## src/hw/rtl/sactl_pkg.sv

```systemverilog
// shared types and sizing constants for the set-associative tag store with lru
// no dependencies
`default_nettype none

package sactl_pkg;

	localparam int WAYS        = 8;
	localparam int OFFSET_BITS = 6;
	localparam int INDEX_BITS  = 6;
	localparam int ADDR_BITS   = 48;
	localparam int AGE_BITS    = 16;

	localparam int TAG_BITS = ADDR_BITS - OFFSET_BITS - INDEX_BITS;
	localparam int WAY_BITS = $clog2(WAYS);
	localparam int NUM_SETS = 1 << INDEX_BITS;

	localparam logic [AGE_BITS-1:0] AGE_MAX = {AGE_BITS{1'b1}};

	typedef struct packed {
		logic                vld;
		logic [TAG_BITS-1:0] tag;
		logic [AGE_BITS-1:0] age;
	} way_ent_t;

	typedef way_ent_t [WAYS-1:0] set_row_t;

	typedef struct packed {
		logic                hit;
		logic [WAY_BITS-1:0] way;
		logic                evicted;
	} lookup_res_t;

endpackage

`default_nettype wire

```

## src/hw/rtl/sactl_lookup.sv

```systemverilog
// tag compare, victim choice and age update for one set row
// depends on sactl_pkg
`default_nettype none

module sactl_lookup (
	input  sactl_pkg::set_row_t             row_in,
	input  logic [sactl_pkg::TAG_BITS-1:0]  tag,
	output sactl_pkg::lookup_res_t          res,
	output sactl_pkg::set_row_t             row_out
);
	import sactl_pkg::*;

	logic                hit;
	logic [WAY_BITS-1:0] hit_way;
	logic                free_found;
	logic [WAY_BITS-1:0] free_way;
	logic [WAY_BITS-1:0] old_way;
	logic [AGE_BITS-1:0] best_age;
	logic [WAY_BITS-1:0] way_sel;

	// lowest matching way and lowest invalid way
	always_comb begin
		hit        = 1'b0;
		hit_way    = '0;
		free_found = 1'b0;
		free_way   = '0;
		for (int i = WAYS - 1; i >= 0; i--) begin
			if (row_in[i].vld && row_in[i].tag == tag) begin
				hit     = 1'b1;
				hit_way = WAY_BITS'(i);
			end
			if (!row_in[i].vld) begin
				free_found = 1'b1;
				free_way   = WAY_BITS'(i);
			end
		end
	end

	// oldest way, strict compare keeps the lower way on a tie
	always_comb begin
		best_age = row_in[0].age;
		old_way  = '0;
		for (int i = 1; i < WAYS; i++) begin
			if (row_in[i].age > best_age) begin
				best_age = row_in[i].age;
				old_way  = WAY_BITS'(i);
			end
		end
	end

	always_comb begin
		if (hit) begin
			way_sel = hit_way;
		end else if (free_found) begin
			way_sel = free_way;
		end else begin
			way_sel = old_way;
		end
		res.hit     = hit;
		res.way     = way_sel;
		res.evicted = !hit && !free_found;
	end

	always_comb begin
		for (int i = 0; i < WAYS; i++) begin
			row_out[i] = row_in[i];
			if (row_in[i].age != AGE_MAX) begin
				row_out[i].age = row_in[i].age + 1'b1;
			end
			if (way_sel == WAY_BITS'(i)) begin
				row_out[i].age = '0;
				if (!hit) begin
					row_out[i].vld = 1'b1;
					row_out[i].tag = tag;
				end
			end
		end
	end

endmodule

`default_nettype wire

```

## config.mk

```make
export PLATFORM = sky130hd
export DESIGN_NAME = sactl_lookup
export DESIGN_NICKNAME = d
export VERILOG_FILES = /design/src/hw/rtl/sactl_pkg.sv /design/src/hw/rtl/sactl_lookup.sv
export SDC_FILE = /design/constraint.sdc
export NUM_CORES = 1
export LEC_CHECK = 0
export ABC_AREA = 1
export BUFFER_PORTS_ARGS = -buffer_cell sky130_fd_sc_hd__buf_2
export CORE_AREA = 3 3 347 349
export DETAILED_ROUTE_END_ITERATION = 8
export DIE_AREA = 0 0 350 352
export GPL_TIMING_DRIVEN = 0
export PLACE_DENSITY = 0.31
export SYNTH_ARGS = -nofsm -noshare
export SYNTH_HDL_FRONTEND = slang
export SYNTH_SLANG_ARGS = --single-unit
```

## constraint.sdc

```tcl
create_clock -name vclk -period 13.2
set_input_delay 1.32 -clock vclk [all_inputs]
set_output_delay 1.32 -clock vclk [all_outputs]
set_load 0.05 [all_outputs]
```

# After elaboration in Yosys (flattened, before gate mapping)
# Index checks and enable logic that the tools add are counted.
[totals]
reg_bits = 0
in_bits = 460
wordCells = 121
[op_classes]
add_sub_neg = 8
order_cmp = 7
n_eq_ne = 23
n_mux = 71
reduce_logical = 12
[ops]
columns = ["operator", "n"]
rows = [
  ["$mux 53", 8],
  ["$mux 37", 8],
  ["$eq 36x36->1", 8],
  ["$mux 16", 14],
  ["$add 16x1->16 const B", 8],
  ["$ne 16x16->1 const B", 8],
  ["$gt 16x16->1", 7],
  ["$mux 3", 24],
  ["$mux 1", 17],
  ["$eq 3x3->1 const B", 4],
  ["$logic_and 1x1->1", 9],
  ["$eq 3x2->1 const B", 2],
  ["$eq 3x1->1 const B", 1],
  ["$logic_not 3->1", 1],
  ["$logic_not 1->1", 2],
]

# Logic depth before layout (Yosys ltp)
# Gate-level depths: netlist of the first run.
[depth]
ltp_word = 18
mapped_depth = 100
mapped_depth_nobuf = 94

# Worst setup path before layout of the first run
# Ideal clock, no wire load.
[synth_timing]
kind = "input port to output port"
from = "input port row_in[15] in the netlist's numbering"
to = "output port row_out[323] in the netlist's numbering"
arrival_time_ns = 12.809
t_required_ns = 11.880
path_slack_ns = -0.929
path_stages = 79
path_buffers = 8
path_cell_list = "clkinv_1 ha_1 nand2_1 nor3_2 nand3_1 nand2_1 clkbuf_1 nand2_1 o21ai_0 ha_1 a21oi_1 nor2_1 a211oi_1 o221a_2 nand2_1 nand2_2 clkbuf_1 nand2_1 (+43 left out) a21oi_1 o21a_1 o221ai_1 nand2_1 o2111ai_1 nand2_1 nand2_1 inv_1 nand2_1 nor2_1 nand2_1 nand2_1 nand2_1 nand2_4 inv_6 buf_4 buf_2 a2bb2oi_1"
[synth_rtl]
columns = ["element", "line", "rtl"]
rows = [
  ["start, declared", "sactl_lookup.sv:6", "input sactl_pkg::set_row_t row_in,"],
  ["end, declared", "sactl_lookup.sv:9", "output sactl_pkg::set_row_t row_out"],
]

==> metrics.txt, run 1 <==
Post-Syn Area per Cell=4.95 um^2; initial DRC count=2,420; IO Pins=889; CP startpoint kind=primary input; Placement Setup Slack=-5100 ps; Tightest Pin Transition=1600 ps; drt first pass iters=6; antenna viol nets, final=0; Pwr Total=2.86 mW; TNS Setup=-233,460 ps; Syn Std Cell Area=0.0151 mm^2; PwrDens=95.0 mW/mm^2; Hold Buf Count CTS=0; initial antenna violation count=36; Lkg Pwr=15.0 nW; Yosys cell types=55; post-synthesis sequential area ratio=0%; placed insts=5,474; pin count of the biggest net entering global routing=11; # rows=126; largest stage delay on the critical path=360 ps; data required time of the critical path=11,880 ps; fin util=25.5%; share of layout cells above drive strength 1=45.5%; worst path bufs/invs=17; end point of the critical path=row_out[35]; DRC viols=0; kind of critical path=in2out; DR vias/cell=4.71; final setup violation count=425; post-route minimum period=13,870 ps; MaxCap Viol Count=6; post-DP HPWL=147 mm; Non-Filler Instances=5,696; critical path fanouts, max=8; Levels on crit path=80; Post-Route WL=175 mm; P&R area growth vs syn=99.0%; Starting Density=12.8%; hold depth=4; clock buf count=0; fin. max-slew vios=38; wire per inst=30.7 um; Crit. End Element=output port; Die ar.=0.123 mm^2; Synth Net Count=3,628; first-pass GRT wire length=230 mm; beginning of the critical path=row_in[12]; sequential cell area=0 um^2; most common cell after layout, fill and taps aside=nand2_1; Syn Inst Count=3,052; total track usage=26.8%; slowest CP cell=ha_1; RSZ-0062 raised after global routing=true; outcome=complete, but fails checks; Tcrit/Tclk final=105%; final hold violations=0; GR Overflow Total=0; routability cong.=0.975; cell family with most CP delay=simple AND/OR/NAND/NOR gates; Max-slew headroom=-6.88%; Nets=4,721; failing checks=max-capacitance violations, max-slew violations, negative setup slack; Via Count=26,800; CP arrival=12,550 ps; chip width=350 um; fill count=13,600; chip height=352 um; max frequency=72.1 MHz; synth warn=0; area of the multi-input gates=0.0164 mm^2; VDD IR max=0.0543 mV; core area=0.118 mm^2; commonest non-fill, non-tap cells in the layout=nand2_1, buf_2, nand2_2, inv_1, buf_4; crit path setup slack, layout=-672 ps; vias in the first global route=26,400; port bufs=872; FFs & Latches=0; class of the worst hold path=in2out
[cell families after synthesis]
group	share of synthesized area (%)
buffers and inverters	11.5
AOI/OAI and AO/OA	16.4
and+or+nand+nor	53.9
adders and majority gates	9.60
xor gates and xnor gates	8.69
[metrics by stage]
stage               cell area [um^2]  hold slack [ps]
finish                         30100             3010
floorplan                      15900             2860
global route                   30100             3020
detailed placement             22400             3060
global placement               22100             3060
CTS                            27500             3010
[where the power goes]
part	total (mW)	internal (mW)	switching [mW]
clock network	0.0000000954	0.0000000953	0
logic	2.86	1.10	1.75
registers	0	0	0
total	2.86	1.10	1.75
[per-layer routing]
layer  wire length, um  share of wire, %  global-route usage, %
met5                54             0.031                      0
met4              5900               3.4                   6.33
met3             13500               7.7                   5.02
met2             77200                44                   42.6
met1             78500                45                   37.1
[worst min path at each step]
stage,startpoint,to,slack (ps)
after floorplan,row_in[12],row_out[12],2860
after global placement,row_in[89],row_out[89],3060
after detailed placement,row_in[93],row_out[93],3060
after CTS,row_in[362],row_out[362],3010
after global routing,row_in[361],row_out[361],3020
final,row_in[361],row_out[361],3010
[Yosys cell counts (all sizes together)]
cell type / number / share of area [%]
a21oi: 74 / 2.6
a2111oi: 2 / 0.12
o221a: 3 / 0.22
and2: 1 / 0.041
o21bai: 7 / 0.35
or2: 29 / 1.2
xor2: 83 / 4.8
nand2: 1365 / 34
xnor2: 67 / 3.9
nand3b: 2 / 0.099
a211o: 1 / 0.058
o2111ai: 19 / 1.1
inv: 298 / 7.4
o22ai: 60 / 2.5
nor4b: 4 / 0.23
a31oi: 3 / 0.12
ha: 116 / 9.6
nand4: 75 / 3.4
a21o: 2 / 0.099
nand3: 111 / 3.8
buf: 50 / 1.9
a2bb2oi: 3 / 0.17
nor2: 228 / 6.0
or3b: 1 / 0.058
nor4: 47 / 1.9
o21ai: 179 / 5.9
o221ai: 5 / 0.29
clkbuf: 78 / 1.9
nand2b: 1 / 0.041
a22o: 7 / 0.41
and3: 4 / 0.17
o211ai: 1 / 0.050
nor3b: 4 / 0.20
or4: 13 / 0.65
o21a: 2 / 0.099
clkinv: 7 / 0.17
a221oi: 15 / 0.87
nor3: 57 / 2.0
a211oi: 28 / 1.4
[cell type report]
cell class,count,area share [%]
Timing Repair Buffer,1091,29.5
Timing Repair inverter,1,0.0541
Antenna cell,17,0.141
Buffer,125,5.28
Multi-Input combinational cell,2621,54.5
Inverter,305,4.13
Tap cell,1536,6.39
[repair_timing]
action,4_1_cts,5_1_grt
gates resized for setup,995,555
buffers inserted,117,53
pin swaps,129,118
setup endpoints to repair,427,427
cloned,27,10
(Power assumes the default switching activity.)
==> inputs of run 2 (changes only) <==
Settings changed: CORE_AREA 3 3 347 349 to 4 4 348 350, DIE_AREA 0 0 350 352 to 0 0 352 354, REMOVE_ABC_BUFFERS set to 1.
==> run 2 against run 1 <==
  * The flow still finishes with violations (max-capacitance violations, max-slew violations, negative setup slack)
  * Fmax rose by 0.23%
  * Largest power group unchanged
  * Largest cell class unchanged
  * Combinational power is 3% higher
  * Total power rose by 3.5%
  * Global-route usage rose by 0.24 points
  * Clock-buffer cell count stayed put
==> metrics.txt, run 2 (synthesis results as in run 1) <==
end point of the critical path=row_out[197]; Max-slew headroom=-23.4%; RSZ-0062 raised after global routing=true; first-pass GRT wire length=234 mm; Hold WS=3000 ps; failing checks=max-capacitance violations, max-slew violations, negative setup slack; beginning of the critical path=row_in[13]; fin util=26.8%; routability cong.=0.974; TNS Setup=-200,060 ps; critical path fanouts, max=8; class of the worst hold path=in2out; DR vias/cell=4.92; final hold violations=0; sequential cell area=0 um^2; core area=0.118 mm^2; GR Overflow Total=0; P&R area growth vs syn=109%; met3 track demand over resource=5.67%; VDD IR max=0.0553 mV; initial antenna violation count=95; drt first pass iters=5; port bufs=889; vias in the first global route=25,600; CP startpoint kind=primary input; Starting Density=12.8%; wire per inst=33.5 um; chip height=354 um; Via Count=28,000; pin count of the biggest net entering global routing=35; kind of critical path=in2out; gr busiest metal=met2; final setup violation count=425; commonest non-fill, non-tap cells in the layout=nand2_1, buf_2, inv_1, nand2_2, buf_6; Tightest Pin Transition=1830 ps; most common cell after layout, fill and taps aside=nand2_1; data required time of the critical path=11,880 ps; IO Pins=889; initial DRC count=2,985; max frequency=72.3 MHz; clock buf count=0; share of layout cells above drive strength 1=46.4%; fin. max-slew vios=56; Crit. End Element=output port; CP arrival=12,520 ps; CP dominant cell by count=buf_4; Lkg Pwr=15.6 nW; FFs & Latches=0; chip width=352 um; met1 Resource Use GR=34.8%; # rows=126; Post-Route WL=191 mm; outcome=complete, but fails checks; Nets=4,708; PwrDens=93.8 mW/mm^2; post-route minimum period=13,840 ps; fill count=13,400; post-DP HPWL=144 mm; Die ar.=0.125 mm^2; largest stage delay on the critical path=320 ps; met2 Track Usage GR=45.0%; Tcrit/Tclk final=105%; total track usage=27.0%; DRC viols=0; Hold Buf Count CTS=0; crit path setup slack, layout=-640 ps; antenna viol nets, final=0; MaxCap Viol Count=10; slowest CP cell=ha_1
run 2: cell count changes in the layout (fill, tap and decap cells not counted), sizes merged:
cell,previous run,this run
diode,17,38
inv,288,301
bufbuf,1,0
clkbuf,93,27
nand4,75,77
nor2,228,230
clkinvlp,10,0
a21o,2,5
nand2,1367,1381
buf,1122,1151
clkinv,8,9
run 2: final cells by class:
class              count  area (um^2)  share of cell area [%]
diodes                38         95.1                   0.301
inverters            305         1230                    3.89
multi-input cells   2642        17300                    54.7
repair inverters       5         71.3                   0.226
well taps           1536         1920                    6.09
repair buffers      1178        11000                    34.8
run 2: repair_timing:
| action | 4_1_cts | 5_1_grt |
|---|---|---|
| setup endpoints to repair | 427 | 427 |
| gates resized for setup | 742 | 1279 |
| setup buffers | 127 | 95 |
| hold endpoints to repair | 0 | 0 |
| cloned | 33 | 36 |
| pin swaps | 121 | 212 |
run 2: through the flow:
stage	instances	setup WS, ps	power, mW	area, um^2
floorplan	2924	-1870	1.16	14500
global placement	5349	-9610	1.90	20900
detailed placement	5380	-6800	1.92	21600
CTS	5539	-811	2.54	25900
global route	5676	-1120	3.13	31500
finish	5704	-640	2.96	31600
run 2: layer usage:
metal	vias to the layer above	share of wire [%]
met2	1730	45
met5	-	0.16
met3	412	8.7
met4	46	4.6
li1	12300	-
met1	13600	41
run 2: how the worst min path moves through the flow:
stage / start / end / slack, ps / cells past startpoint
2_1_floorplan: row_in[272] / row_out[272] / 2860 / 3
3_3_place_gp: row_in[32] / row_out[32] / 3050 / 4
3_5_place_dp: row_in[32] / row_out[32] / 3050 / 4
4_1_cts: row_in[335] / row_out[335] / 3020 / 4
5_1_grt: row_in[363] / row_out[363] / 3010 / 4
6_report: row_in[251] / row_out[251] / 3000 / 4
run 2: report_power, final:
part | switching, mW | internal [mW]
sequential | 0 | 0
clock | 0 | 0.000000339
combinational | 1.85 | 1.11
run 2: critical path, delay by kind of cell:
family	cells	cell delay [ps]
compound gates	21	3420
simple gates	33	3280
buf+inv	22	2760
fa+ha+maj	6	1610
